==> src/hw/rtl/aclr_pkg.sv <==
package aclr_pkg;

    // Default geometry
    localparam int WAYS_DEF       = 8;
    localparam int KEY_BITS_DEF   = 32;
    localparam int DATA_BITS_DEF  = 32;
    localparam int STAMP_BITS_DEF = 32;

    // Fixed field widths
    localparam int SLOT_BITS = 3;
    localparam int SEED_BITS = 16;

    // Commands
    localparam logic CMD_LOOKUP = 1'b0;
    localparam logic CMD_INSERT = 1'b1;

    // Replacement policies
    localparam logic POLICY_LRU    = 1'b0;
    localparam logic POLICY_RANDOM = 1'b1;

    // Register indexes (byte address bit 2)
    localparam logic REG_POLICY = 1'b0;
    localparam logic REG_SEED   = 1'b1;

    // Victim generator: Galois LFSR, right shift
    localparam logic [SEED_BITS-1:0] LFSR_TAPS  = 16'hB400;
    localparam logic [SEED_BITS-1:0] LFSR_RESET = 16'h0001;

    typedef enum logic [2:0] {
        ST_IDLE,
        ST_SCAN,
        ST_VICTIM,
        ST_FETCH,
        ST_UPDATE
    } t_state;

    // Controls from the sequencer to the victim generator
    typedef struct packed {
        logic seed_load;
        logic start;
        logic step;
    } t_victim_ctrl;

endpackage

==> src/hw/rtl/aclr_victim.sv <==
module aclr_victim #(
    parameter int WAYS = aclr_pkg::WAYS_DEF
) (
    input  logic                             i_clk,
    input  logic                             i_rst_n,
    input  aclr_pkg::t_victim_ctrl           i_ctrl,
    input  logic [aclr_pkg::SEED_BITS-1:0]   i_seed,
    output logic                             o_busy,
    output logic [$clog2(WAYS)-1:0]          o_pick
);
    import aclr_pkg::*;

    localparam int IW     = $clog2(WAYS);
    localparam int PROD_W = SEED_BITS + 32;
    // Way count reciprocal scaled by 2^32, rounded up; exact for any 16-bit value
    localparam logic [31:0] RECIP =
        32'(((64'd1 << 32) + 64'(WAYS) - 64'd1) / 64'(WAYS));
    localparam logic [SEED_BITS-1:0] WAYS_S = SEED_BITS'(WAYS);

    logic [SEED_BITS-1:0] r_lfsr;
    logic [SEED_BITS-1:0] r_shift;
    logic [SEED_BITS-1:0] r_quot;
    logic [IW-1:0]        r_rem;
    logic [1:0]           r_cnt;
    logic [PROD_W-1:0]    quot_prod;
    logic [SEED_BITS-1:0] quot_back;
    logic [SEED_BITS-1:0] rem_full;

    // Load the seed, or advance one Galois step after a random pick
    always_ff @(posedge i_clk) begin
        if (!i_rst_n) begin
            r_lfsr <= LFSR_RESET;
        end else if (i_ctrl.seed_load) begin
            r_lfsr <= (i_seed == '0) ? LFSR_RESET : i_seed;
        end else if (i_ctrl.step) begin
            r_lfsr <= (r_lfsr >> 1) ^ (r_lfsr[0] ? LFSR_TAPS : '0);
        end
    end

    // Quotient by reciprocal multiply, then remainder by multiply back and subtract
    always_comb begin
        quot_prod = PROD_W'(r_shift) * PROD_W'(RECIP);
        quot_back = r_quot * WAYS_S;
        rem_full  = r_shift - quot_back;
    end

    // Two steps: quotient, then remainder
    always_ff @(posedge i_clk) begin
        if (!i_rst_n) begin
            r_cnt <= '0;
        end else if (i_ctrl.start) begin
            r_cnt <= 2'd2;
        end else if (r_cnt != '0) begin
            r_cnt <= r_cnt - 1'b1;
        end
    end

    always_ff @(posedge i_clk) begin
        if (i_ctrl.start) begin
            r_shift <= r_lfsr;
        end else begin
            if (r_cnt == 2'd2) begin
                r_quot <= quot_prod[PROD_W-1:32];
            end
            if (r_cnt == 2'd1) begin
                r_rem <= rem_full[IW-1:0];
            end
        end
    end

    assign o_busy = (r_cnt != '0);
    assign o_pick = r_rem;

endmodule

==> src/hw/rtl/assoc_cache_lru_random.sv <==
// Fully associative cache of WAYS keyed entries. A lookup (tuser 0) returns the payload of
// the lowest valid slot whose key matches and refreshes its stamp; an insert (tuser 1) fills
// the lowest empty slot or, when all are full, replaces a victim chosen by replacement_policy
// (least recently used stamp, lowest index on ties, or a 16-bit LFSR modulo WAYS) and reports
// the replaced entry. Inserts do not check for duplicate keys. Stamps come from a saturating
// access counter. The keys, payloads and stamps sit in single-read-port memories that are
// walked one slot per cycle through a registered read, followed by an update state. An
// insert into a full cache adds a victim pick and a victim read under either policy; the
// random pick comes from a reciprocal-multiply modulo unit started at the transfer, and the
// victim pick waits until that unit is done. Input is accepted only while no item is in work;
// a finished result waits in the output register.
module assoc_cache_lru_random #(
    parameter int WAYS       = aclr_pkg::WAYS_DEF,
    parameter int KEY_BITS   = aclr_pkg::KEY_BITS_DEF,
    parameter int DATA_BITS  = aclr_pkg::DATA_BITS_DEF,
    parameter int STAMP_BITS = aclr_pkg::STAMP_BITS_DEF
) (
    input  logic        i_clk,
    input  logic        i_rst_n,
    // input stream
    input  logic        i_s_axis_tvalid,
    output logic        o_s_axis_tready,
    // key, entry_data
    input  logic [((KEY_BITS + DATA_BITS + 7) / 8) * 8 - 1:0] i_s_axis_tdata,
    // command
    input  logic [0:0]  i_s_axis_tuser,
    // result stream
    output logic        o_m_axis_tvalid,
    input  logic        i_m_axis_tready,
    // found_data, slot, evicted_key, evicted_data
    output logic [((2 * DATA_BITS + KEY_BITS + aclr_pkg::SLOT_BITS + 7) / 8) * 8 - 1:0]
                        o_m_axis_tdata,
    // hit, evicted
    output logic [1:0]  o_m_axis_tuser,
    // register port
    input  logic        psel,
    input  logic        penable,
    input  logic        pwrite,
    input  logic [2:0]  paddr,
    input  logic [31:0] pwdata,
    output logic [31:0] prdata,
    output logic        pready
);
    import aclr_pkg::*;

    localparam int IW     = $clog2(WAYS);
    localparam int OUT_DW = 2 * DATA_BITS + KEY_BITS + SLOT_BITS;
    localparam int OUT_TW = ((OUT_DW + 7) / 8) * 8;
    localparam logic [IW-1:0]         LAST_WAY  = IW'(WAYS - 1);
    localparam logic [STAMP_BITS-1:0] STAMP_MAX = {STAMP_BITS{1'b1}};

    function automatic logic [SLOT_BITS-1:0] slot_field(input logic [IW-1:0] idx);
        logic [IW+SLOT_BITS-1:0] ext;
        ext = (IW + SLOT_BITS)'(idx);
        return ext[SLOT_BITS-1:0];
    endfunction

    // Slot storage
    logic [KEY_BITS-1:0]   r_mem_key   [WAYS];
    logic [DATA_BITS-1:0]  r_mem_data  [WAYS];
    logic [STAMP_BITS-1:0] r_mem_stamp [WAYS];
    logic [WAYS-1:0]       r_valid;
    logic [STAMP_BITS-1:0] r_clock;

    // Registers
    logic                  r_policy;
    logic [SEED_BITS-1:0]  r_seed;

    // Sequencer and item
    t_state                r_state;
    t_state                n_state;
    logic                  r_cmd;
    logic [KEY_BITS-1:0]   r_key;
    logic [DATA_BITS-1:0]  r_data;

    // Scan pipeline
    logic [IW-1:0]         r_addr;
    logic                  r_issue;
    logic                  r_rdv;
    logic [IW-1:0]         r_rd_idx;
    logic [KEY_BITS-1:0]   r_rd_key;
    logic [DATA_BITS-1:0]  r_rd_data;
    logic [STAMP_BITS-1:0] r_rd_stamp;
    logic [IW-1:0]         rd_addr;

    // Scan results
    logic                  r_found;
    logic [IW-1:0]         r_target;
    logic [DATA_BITS-1:0]  r_hit_data;
    logic [IW-1:0]         r_best;
    logic [STAMP_BITS-1:0] r_best_stamp;
    logic                  r_evict;

    // Output register
    logic                  r_out_valid;
    logic [OUT_TW-1:0]     r_out_tdata;
    logic [1:0]            r_out_tuser;

    // Strobes
    logic                  in_xfer;
    logic                  cfg_we;
    logic                  cur_match;
    logic                  scan_last;
    logic                  pick_victim;
    logic                  do_update;
    logic                  hit;
    logic                  slot_write;
    logic [STAMP_BITS-1:0] stamp_next;
    logic [IW-1:0]         vic_pick;
    logic                  vic_busy;
    t_victim_ctrl          vic_ctrl;

    assign in_xfer = i_s_axis_tvalid && o_s_axis_tready;
    assign cfg_we  = psel && penable && pwrite && pready;

    // Victim generator and its modulo unit
    aclr_victim #(
        .WAYS(WAYS)
    ) u_victim (
        .i_clk   (i_clk),
        .i_rst_n (i_rst_n),
        .i_ctrl  (vic_ctrl),
        .i_seed  (pwdata[SEED_BITS-1:0]),
        .o_busy  (vic_busy),
        .o_pick  (vic_pick)
    );

    // Compare the slot read last cycle
    always_comb begin
        cur_match = 1'b0;
        if (r_rdv && !r_found) begin
            if (r_cmd == CMD_LOOKUP) begin
                cur_match = r_valid[r_rd_idx] && (r_rd_key == r_key);
            end else begin
                cur_match = !r_valid[r_rd_idx];
            end
        end
        scan_last = r_rdv && (r_rd_idx == LAST_WAY);
    end

    // Next state and strobes
    always_comb begin
        n_state            = r_state;
        o_s_axis_tready    = 1'b0;
        pick_victim        = 1'b0;
        do_update          = 1'b0;
        vic_ctrl.seed_load = cfg_we && (paddr[2] == REG_SEED);
        vic_ctrl.start     = 1'b0;
        vic_ctrl.step      = 1'b0;
        unique case (r_state)
            ST_IDLE: begin
                o_s_axis_tready = 1'b1;
                vic_ctrl.start  = i_s_axis_tvalid;
                if (i_s_axis_tvalid) begin
                    n_state = ST_SCAN;
                end
            end
            ST_SCAN: begin
                if (scan_last) begin
                    if (r_cmd == CMD_LOOKUP || r_found || cur_match) begin
                        n_state = ST_UPDATE;
                    end else begin
                        n_state = ST_VICTIM;
                    end
                end
            end
            ST_VICTIM: begin
                if (r_policy == POLICY_LRU || !vic_busy) begin
                    pick_victim   = 1'b1;
                    vic_ctrl.step = (r_policy == POLICY_RANDOM);
                    n_state       = ST_FETCH;
                end
            end
            ST_FETCH: begin
                n_state = ST_UPDATE;
            end
            ST_UPDATE: begin
                if (!r_out_valid || i_m_axis_tready) begin
                    do_update = 1'b1;
                    n_state   = ST_IDLE;
                end
            end
            default: begin
                n_state = ST_IDLE;
            end
        endcase
    end

    always_ff @(posedge i_clk) begin
        if (!i_rst_n) begin
            r_state <= ST_IDLE;
        end else begin
            r_state <= n_state;
        end
    end

    // Registers: written with byte lanes aligned, index on address bit 2
    always_ff @(posedge i_clk) begin
        if (!i_rst_n) begin
            r_policy <= POLICY_LRU;
            r_seed   <= LFSR_RESET;
        end else if (cfg_we) begin
            unique case (paddr[2])
                REG_POLICY: r_policy <= pwdata[0];
                REG_SEED:   r_seed   <= pwdata[SEED_BITS-1:0];
                default:    r_policy <= r_policy;
            endcase
        end
    end

    always_comb begin
        unique case (paddr[2])
            REG_POLICY: prdata = 32'(r_policy);
            REG_SEED:   prdata = 32'(r_seed);
            default:    prdata = '0;
        endcase
    end

    assign pready = 1'b1;

    // Read one slot per cycle while scanning, else the chosen target
    assign rd_addr = (r_state == ST_SCAN) ? r_addr : r_target;

    always_ff @(posedge i_clk) begin
        r_rd_key   <= r_mem_key[rd_addr];
        r_rd_data  <= r_mem_data[rd_addr];
        r_rd_stamp <= r_mem_stamp[rd_addr];
    end

    // Scan control
    always_ff @(posedge i_clk) begin
        if (!i_rst_n) begin
            r_issue <= 1'b0;
            r_rdv   <= 1'b0;
            r_found <= 1'b0;
            r_evict <= 1'b0;
        end else if (in_xfer) begin
            r_issue <= 1'b1;
            r_rdv   <= 1'b0;
            r_found <= 1'b0;
            r_evict <= 1'b0;
        end else begin
            r_rdv <= r_issue;
            if (r_issue && r_addr == LAST_WAY) begin
                r_issue <= 1'b0;
            end
            if (cur_match) begin
                r_found <= 1'b1;
            end
            if (pick_victim) begin
                r_evict <= 1'b1;
            end
        end
    end

    // Scan datapath: latch the item, step the address, track match and oldest stamp
    always_ff @(posedge i_clk) begin
        if (in_xfer) begin
            r_cmd  <= i_s_axis_tuser[0];
            r_key  <= i_s_axis_tdata[KEY_BITS-1:0];
            r_data <= i_s_axis_tdata[KEY_BITS +: DATA_BITS];
            r_addr <= '0;
        end else begin
            if (r_issue && r_addr != LAST_WAY) begin
                r_addr <= r_addr + 1'b1;
            end
            r_rd_idx <= r_addr;
            if (cur_match) begin
                r_target   <= r_rd_idx;
                r_hit_data <= r_rd_data;
            end
            if (r_rdv && (r_rd_idx == '0 || r_rd_stamp < r_best_stamp)) begin
                r_best       <= r_rd_idx;
                r_best_stamp <= r_rd_stamp;
            end
            if (pick_victim) begin
                r_target <= (r_policy == POLICY_RANDOM) ? vic_pick : r_best;
            end
        end
    end

    // Update: bump the saturating clock and write the touched slot
    assign hit        = (r_cmd == CMD_LOOKUP) && r_found;
    assign slot_write = (r_cmd == CMD_INSERT) || r_found;
    assign stamp_next = (r_clock == STAMP_MAX) ? r_clock : r_clock + 1'b1;

    always_ff @(posedge i_clk) begin
        if (!i_rst_n) begin
            r_clock <= '0;
            r_valid <= '0;
        end else if (do_update && slot_write) begin
            r_clock <= stamp_next;
            if (r_cmd == CMD_INSERT) begin
                r_valid[r_target] <= 1'b1;
            end
        end
    end

    always_ff @(posedge i_clk) begin
        if (do_update && slot_write) begin
            r_mem_stamp[r_target] <= stamp_next;
            if (r_cmd == CMD_INSERT) begin
                r_mem_key[r_target]  <= r_key;
                r_mem_data[r_target] <= r_data;
            end
        end
    end

    // Output register: load the result, drop it after the transfer
    always_ff @(posedge i_clk) begin
        if (!i_rst_n) begin
            r_out_valid <= 1'b0;
        end else if (do_update) begin
            r_out_valid <= 1'b1;
        end else if (i_m_axis_tready) begin
            r_out_valid <= 1'b0;
        end
    end

    always_ff @(posedge i_clk) begin
        if (do_update) begin
            r_out_tuser <= {r_evict, hit};
            r_out_tdata <= OUT_TW'({
                r_evict ? r_rd_data : {DATA_BITS{1'b0}},
                r_evict ? r_rd_key : {KEY_BITS{1'b0}},
                slot_write ? slot_field(r_target) : {SLOT_BITS{1'b0}},
                hit ? r_hit_data : {DATA_BITS{1'b0}}
            });
        end
    end

    assign o_m_axis_tvalid = r_out_valid;
    assign o_m_axis_tdata  = r_out_tdata;
    assign o_m_axis_tuser  = r_out_tuser;

`ifndef SYNTHESIS
    // A new item starts its scan with no match carried over
    a_scan_start: assert property (@(posedge i_clk) disable iff (!i_rst_n)
        in_xfer |=> (r_state == ST_SCAN) && !r_found && !r_evict)
        else $error("scan did not start clean");

    // An insert that found no empty slot must replace a victim
    a_full_evicts: assert property (@(posedge i_clk) disable iff (!i_rst_n)
        (r_state == ST_UPDATE && r_cmd == CMD_INSERT && !r_found) |-> r_evict)
        else $error("insert into full cache without eviction");

    // Valid bits only ever set until reset
    a_valid_grows: assert property (@(posedge i_clk) disable iff (!i_rst_n)
        ((r_valid & $past(r_valid)) == $past(r_valid)))
        else $error("slot lost its valid bit");

    // A random victim is taken only once the modulo unit has finished
    a_pick_ready: assert property (@(posedge i_clk) disable iff (!i_rst_n)
        (pick_victim && r_policy == POLICY_RANDOM) |-> !vic_busy && !r_found)
        else $error("random victim picked early");
`endif

endmodule

==> config.mk <==
export PLATFORM = sky130hd
export DESIGN_NAME = assoc_cache_lru_random
export DESIGN_NICKNAME = d
export VERILOG_FILES = /design/src/hw/rtl/aclr_pkg.sv /design/src/hw/rtl/aclr_victim.sv /design/src/hw/rtl/assoc_cache_lru_random.sv
export SDC_FILE = /design/constraint.sdc
export NUM_CORES = 1
export LEC_CHECK = 0
export BUFFER_PORTS_ARGS = -buffer_cell sky130_fd_sc_hd__buf_4
export CORE_MARGIN = 2
export CORE_UTILIZATION = 40
export DETAILED_ROUTE_END_ITERATION = 16
export HOLD_SLACK_MARGIN = 0.15
export PLACE_DENSITY_LB_ADDON = 0.3
export SLEW_MARGIN = 10
export SYNTH_ARGS = -nofsm -noshare
export SYNTH_HDL_FRONTEND = slang
export SYNTH_HIERARCHICAL = 1
export SYNTH_SLANG_ARGS = --single-unit
==> constraint.sdc <==
create_clock -name i_clk -period 21.8 [get_ports i_clk]
set_clock_uncertainty 0.1 [all_clocks]
set_input_delay 4.36 -clock i_clk [delete_from_list [all_inputs] [get_ports i_clk]]
set_output_delay 4.36 -clock i_clk [all_outputs]
set_load 0.01 [all_outputs]
# == After elaboration in Yosys (flattened, before gate mapping) ==
# Memories as Yosys holds them, arrays and structs flattened. A register that Yosys moved wholly into a read port is not among the register bits.
# Cells that the tools add are included.
# word_totals
register_bits,331
mem_bits_rw,768
elab_cells,144
n_memories,3
# memory_table
memory,depth,width,rd,rd_ports_with_merged_regs,write_ports,line,text
r_mem_data,8,32,1,1,1,assoc_cache_lru_random.sv:60,logic [DATA_BITS-1:0] r_mem_data [WAYS];
r_mem_key,8,32,1,1,1,assoc_cache_lru_random.sv:59,logic [KEY_BITS-1:0] r_mem_key [WAYS];
r_mem_stamp,8,32,1,1,1,assoc_cache_lru_random.sv:61,logic [STAMP_BITS-1:0] r_mem_stamp [WAYS];
# classes
addsub,4
n_lt_le_gt_ge,4
eq_ne,14
mux,41
bitwise_logic,8
reduce_logical,42
# ops
cell,n
$mux 16,4
$pmux 32 s2,1
$add 32x1->32 const B,1
$eq 32x32->1,1
$eq 32x32->1 const B,1
$lt 32x32->1,1
$mux 32,1
$mux 3,9
$mux 1,21
$logic_not 16->1,1
$xor 15x16->16,1
$pmux 3 s5,1
$reduce_and 2->1,7
$logic_and 1x1->1,13
$reduce_bool 2->1,6
$eq 3x3->1 const B,3
$lt 3x4->1 const B,2
$ne 2x2->1 const B,4
$or 8x8->8,1
$eq 3x2->1 const B,2
$logic_not 3->1,2
$logic_or 1x1->1,6
$not 1->1,6
$logic_not 1->1,4
other kinds (12),14

# == Logic depth before layout (Yosys ltp) ==
# depth
depth_word,9
depth_mapped,10
ltp_nobuf,8

# == By module ==
# The synthesis kept the hierarchy.
# by_module_without_submodules
mod,instances,cells_per_inst,area_each_um2
assoc_cache_lru_random,1,3465,44969.4
aclr_victim,1,107,1104.8

# == Worst setup path before layout ==
# OpenSTA, ideal clock, no wires.
# synth_timing
kind,input to register
from,input i_m_axis_tready
to,"memory r_mem_data[4][0] (netlist name), enable pin"
t_arrival_ns,13.901
required_ns,21.133
path_slack_ns,7.232
cell_stages,4
n_path_buf,0
path_cell_list,nor2b_1 -> nor2_1 -> nand3_1 -> nor3_1
# synth_via
elab_chain_len,6
# synth_lines
item,line,text
start: declaration,assoc_cache_lru_random.sv:29,"input logic i_m_axis_tready,"
$logic_or 1x1->1,assoc_cache_lru_random.sv:178,if (!r_out_valid || i_m_axis_tready) begin
$mux 1,assoc_cache_lru_random.sv:178,
$mux 1,assoc_cache_lru_random.sv:150,unique case (r_state)
net do_update,assoc_cache_lru_random.sv:105,logic do_update;
$logic_and 1x1->1,assoc_cache_lru_random.sv:300,if (do_update && slot_write) begin
$mux 1,assoc_cache_lru_random.sv:300,
$mux 1 (implied by the code),assoc_cache_lru_random.sv:304,r_mem_data[r_target] <= r_data;
end: declaration,assoc_cache_lru_random.sv:60,
# The timed path passes the listed nets, and every way through them passes these cells.

# == Final worst setup path ==
# layout_timing
from,input paddr[2]
to,output prdata[0]
# layout_via
elab_chain_len,2
# layout_lines
item,line,text
start: declaration,assoc_cache_lru_random.sv:39,"input logic [2:0] paddr,"
$not 1->1 (no line),--,
$pmux 32 s2 *,assoc_cache_lru_random.sv:212,unique case (paddr[2])
end: declaration,assoc_cache_lru_random.sv:41,"output logic [31:0] prdata,"
# Mark *: on every way between the ends. The rest lies on a longest branch, timed or not. The select of a mux whose other input is x is not followed.

==> impl_metrics.env <==
export IMPL_class_of_the_tightest_hold_or_removal_check="flip-flop to flip-flop"
export IMPL_gr_total_overflow=0
export IMPL_fin_ws_ps=12330
export IMPL_cts_sinks=1195
export IMPL_synth_top_cells_by_area="sky130_fd_sc_hd__edfxtp_1 66%, sky130_fd_sc_hd__dfxtp_1 7.9%, sky130_fd_sc_hd__nand2_1 7.8%, sky130_fd_sc_hd__nand3_1 5.6%, sky130_fd_sc_hd__and2_1 2.1%"
export IMPL_drt_first_iter_violations=2219
export IMPL_worst_setup_path_start_kind="primary input"
export IMPL_power_leakage_nw=19.05
export IMPL_dr_pass1_iters=7
export IMPL_crit_path_max_fanout=19
export IMPL_synth_largest_area_cell="sky130_fd_sc_hd__edfxtp_1"
export IMPL_hold_path_depth=0
export IMPL_cts_hold_repair_buffers=0
export IMPL_cts_root_buffer_cell="sky130_fd_sc_hd__clkbuf_16"
export IMPL_detail_route_antenna_nets=0
export IMPL_cts_max_level=3
export IMPL_design_final_nets=3883
export IMPL_portBuffers=207
export IMPL_final_layout_size_suffix_gt1_share_pct=12.17
export IMPL_timing_final_crit_share_pct=43.44
export IMPL_cts_bufs_inserted=118
export IMPL_asyncSetResetFlopFracSynth_pct=0
export IMPL_place_hpwl_microns=55110
export IMPL_synthesis_area_per_instance_sq_um=12.90
export IMPL_cpPeakStageDelay_ps=340
export IMPL_synth_yosys_warnings=6
export IMPL_crit_path_top_delay_cell="sky130_fd_sc_hd__mux2_2"
export IMPL_worst_slew_margin_rel_pct=23.39
export IMPL_grt_first_pass_wirelength_microns=156000
export IMPL_drt_wl_total_microns=102200
export IMPL_filler_cell_count=10080
export IMPL_start_util_pct=40.29
export IMPL_depth_of_the_worst_register_to_register_path=7
export IMPL_cell_chain_of_the_critical_path="buf_4 > mux2_2 > buf_4"
export IMPL_report_final_slew_viol_count=0
export IMPL_core_area_sq_um=114300
export IMPL_yosys_register_bits=1195
export IMPL_dominantRegCellSynth="sky130_fd_sc_hd__edfxtp_1"
export IMPL_routed_wire_length_per_instance_microns=19.08
export IMPL_pin_count=248
export IMPL_hold_viol=0
export IMPL_critical_path_buf_inv_count=2
export IMPL_critPathMostFrequentCell="sky130_fd_sc_hd__buf_4"
export IMPL_num_antenna_cells=0
export IMPL_synthDominantCellAreaShare_pct=66.02
export IMPL_timing_rr_start="r_state[0]"
export IMPL_groute_usage_overall_pct=17.23
export IMPL_cts_clk_slew_worst_paths_ps=60
export IMPL_antenna_found_initial=5
export IMPL_worst_setup_path_type="primary input to primary output"
export IMPL_place_congestion=0.7602
export IMPL_worst_ir_drop_on_vdd_v=0.00006032
export IMPL_syn_inst=3572
export IMPL_die_width_microns=343.4
export IMPL_hold_path_startpoint="u_victim/r_shift[2]"
export IMPL_chipHeight_microns=343.4
export IMPL_finalSetupViolCount=0
export IMPL_power_per_cell_area_nw_per_um2=100.2
export IMPL_critical_path_endpoint_category="primary output"
export IMPL_route_detailed_vias_per_inst=5.032
export IMPL_post_synth_edffs=1013
export IMPL_via_count_of_the_first_global_routing_pass=26130
export IMPL_tritoncts="done"
export IMPL_worst_hold_path_endpoint="u_victim/o_pick[2]"
export IMPL_drc_errors=0
export IMPL_reg2reg_slack_ps=17800
export IMPL_synth_cell_area_sq_um=46070
export IMPL_seqCellArea_sq_um=34060
export IMPL_worstPathArrival_ps=5010
export IMPL_crit_reg2reg_capture="r_rd_data[24]"
export IMPL_rows=124
export IMPL_cp_num_cells=3
export IMPL_finalSetupTns_ps=0
export IMPL_critical_path_top_delay_family="multiplexers"
export IMPL_routed_via_count=26960
export IMPL_worstSkewPairLatency_ps=700
export IMPL_run_status="completed"
export IMPL_synth_seq_area_share_pct=73.93
export IMPL_cell_variety_after_synth=66
export IMPL_area_growth_pct=14.84
export IMPL_maxClockFrequency_mhz=105.6
export IMPL_post_cts_setup_buffer_count=0
export IMPL_worst_ep_required_time_ps=17340
export IMPL_grt_start_max_net_pins=137
export IMPL_finalCriticalPeriod_ps=9470
export IMPL_multi_input_comb_area_sq_um=11010
export IMPL_worst_hold_slack_ps=321.4
export IMPL_clk_path_buf_depth=3
export IMPL_unrepaired_setup_endpoints_after_global_routing="no"
export IMPL_post_cts_resized=0
export IMPL_place_worst_setup_slack_ps=12330
export IMPL_floorplan_die_area_sq_um=117900
export IMPL_worst_slew_pin_slew_ps=1149
export IMPL_max_cap_violations=0
export IMPL_p_total_mw=5.302
sequential cells by signal, summed over array words and instances, names as in the netlist, 99 cells and up:
register        flops
r_mem_data        256
r_mem_key         256
o_m_axis_tdata     99
r_mem_stamp       256
layout make-up:
type | count | share of cell area, %
Sequential cell | 1195 | 64.38
Multi-Input combinational cell | 2140 | 20.81
Clock buffer | 174 | 6.378
Tap cell | 1512 | 3.575
Timing Repair Buffer | 248 | 3.542
Clock inverter | 50 | 1.033
Inverter | 39 | 0.2814
cell families (layout without fill, tap and decap cells):
| family | after synthesis | count (layout) | synth area share [%] |
|---|---|---|---|
| mux | 31 | 31 | 0.7631 |
| fa+ha+maj | 34 | 34 | 0.9233 |
| buf+inv | 257 | 511 | 2.743 |
| simple gates | 1768 | 1768 | 17.45 |
| compound gates | 193 | 193 | 2.430 |
| flops | 1195 | 1195 | 73.93 |
| other cells | 2 | 22 | 0.01630 |
| xor+xnor | 92 | 92 | 1.749 |
through the flow:
step           std cells  utilization, %  instance area [sq um]
3_5_place_dp        5134           42.84                  48990
5_1_grt             5358           46.27                  52910
2_1_floorplan       3592               -                  46150
3_3_place_gp        5134           42.84                  48990
4_1_cts             5358           46.27                  52910
6_report            5358           46.27                  52910
layout by cell type (no fill, tap or decap), types with 26 or more instances in the layout:
cell type                   Yosys  final
sky130_fd_sc_hd__edfxtp_1    1013   1013
sky130_fd_sc_hd__nand2_1      953    953
sky130_fd_sc_hd__nand3_1      511    510
sky130_fd_sc_hd__buf_4         50    247
sky130_fd_sc_hd__dfxtp_1      182    181
sky130_fd_sc_hd__and2_1       154    154
sky130_fd_sc_hd__clkbuf_16      0    119
sky130_fd_sc_hd__o21ai_0      108    108
sky130_fd_sc_hd__xnor2_1       52     52
sky130_fd_sc_hd__xor2_1        40     40
sky130_fd_sc_hd__inv_1         38     37
sky130_fd_sc_hd__clkbuf_1      85     36
sky130_fd_sc_hd__ha_1          34     34
sky130_fd_sc_hd__nand4_1       27     27
sky130_fd_sc_hd__nor2_1        36     26
worst max-delay path by stage:
stage / end / start
floorplan: r_mem_data[4][0] / i_m_axis_tready
global placement: prdata[0] / paddr[2]
detailed placement: prdata[0] / paddr[2]
CTS: prdata[0] / paddr[2]
global route: prdata[0] / paddr[2]
finish: prdata[0] / paddr[2]
cell usage after synthesis (2+ instances only):
library cell / number
sky130_fd_sc_hd__and3_1: 9
sky130_fd_sc_hd__a31oi_1: 2
sky130_fd_sc_hd__mux4_1: 2
sky130_fd_sc_hd__a21oi_1: 16
sky130_fd_sc_hd__or4_1: 2
sky130_fd_sc_hd__ha_1: 34
sky130_fd_sc_hd__a21boi_0: 18
sky130_fd_sc_hd__buf_4: 50
sky130_fd_sc_hd__nand4_1: 27
sky130_fd_sc_hd__o21ai_0: 108
sky130_fd_sc_hd__dfxtp_1: 182
sky130_fd_sc_hd__o21ai_1: 15
sky130_fd_sc_hd__nor3b_1: 3
sky130_fd_sc_hd__inv_1: 38
sky130_fd_sc_hd__a211oi_1: 3
sky130_fd_sc_hd__or2_2: 3
sky130_fd_sc_hd__a21o_1: 5
sky130_fd_sc_hd__nor2b_1: 10
sky130_fd_sc_hd__nand2_1: 953
sky130_fd_sc_hd__nand2b_1: 9
sky130_fd_sc_hd__nor3_1: 16
sky130_fd_sc_hd__edfxtp_1: 1013
sky130_fd_sc_hd__o211ai_1: 4
sky130_fd_sc_hd__buf_6: 2
sky130_fd_sc_hd__mux2i_1: 24
sky130_fd_sc_hd__nand3_1: 511
sky130_fd_sc_hd__xor2_1: 40
sky130_fd_sc_hd__conb_1: 2
sky130_fd_sc_hd__buf_2: 54
sky130_fd_sc_hd__and4_1: 5
sky130_fd_sc_hd__nand3b_1: 3
sky130_fd_sc_hd__nor4_1: 13
sky130_fd_sc_hd__mux2_2: 4
sky130_fd_sc_hd__o21a_1: 10
sky130_fd_sc_hd__and2_1: 154
sky130_fd_sc_hd__buf_1: 24
sky130_fd_sc_hd__o31ai_1: 2
sky130_fd_sc_hd__nor2_1: 36
sky130_fd_sc_hd__xnor2_1: 52
sky130_fd_sc_hd__clkbuf_1: 85
sky130_fd_sc_hd__a2111oi_0: 2
sky130_fd_sc_hd__nor4_4: 3
power breakdown:
part | internal, mW | switching (mW)
clock network | 1.20 | 0.838
registers | 2.60 | 0.0834
logic | 0.193 | 0.391
worst reg2reg max path: cells and delay by family, from the launching register on:
| kind | cells | cell delay, ps |
|---|---|---|
| mux | 1 | 840 |
| buf+inv | 1 | 1100 |
| flops | 1 | 480 |
| compound gates | 1 | 320 |
| simple gates | 4 | 1030 |
metal layers:
metal  wire (microns)  up-vias  track usage [%]
met2            47730      696            27.37
met1            46460    13210            24.28
met4             1936        4            4.476
li1                 -    12910                -
met3             6095      145            3.404
met5               27        -                0
(Power assumes the default switching activity.)
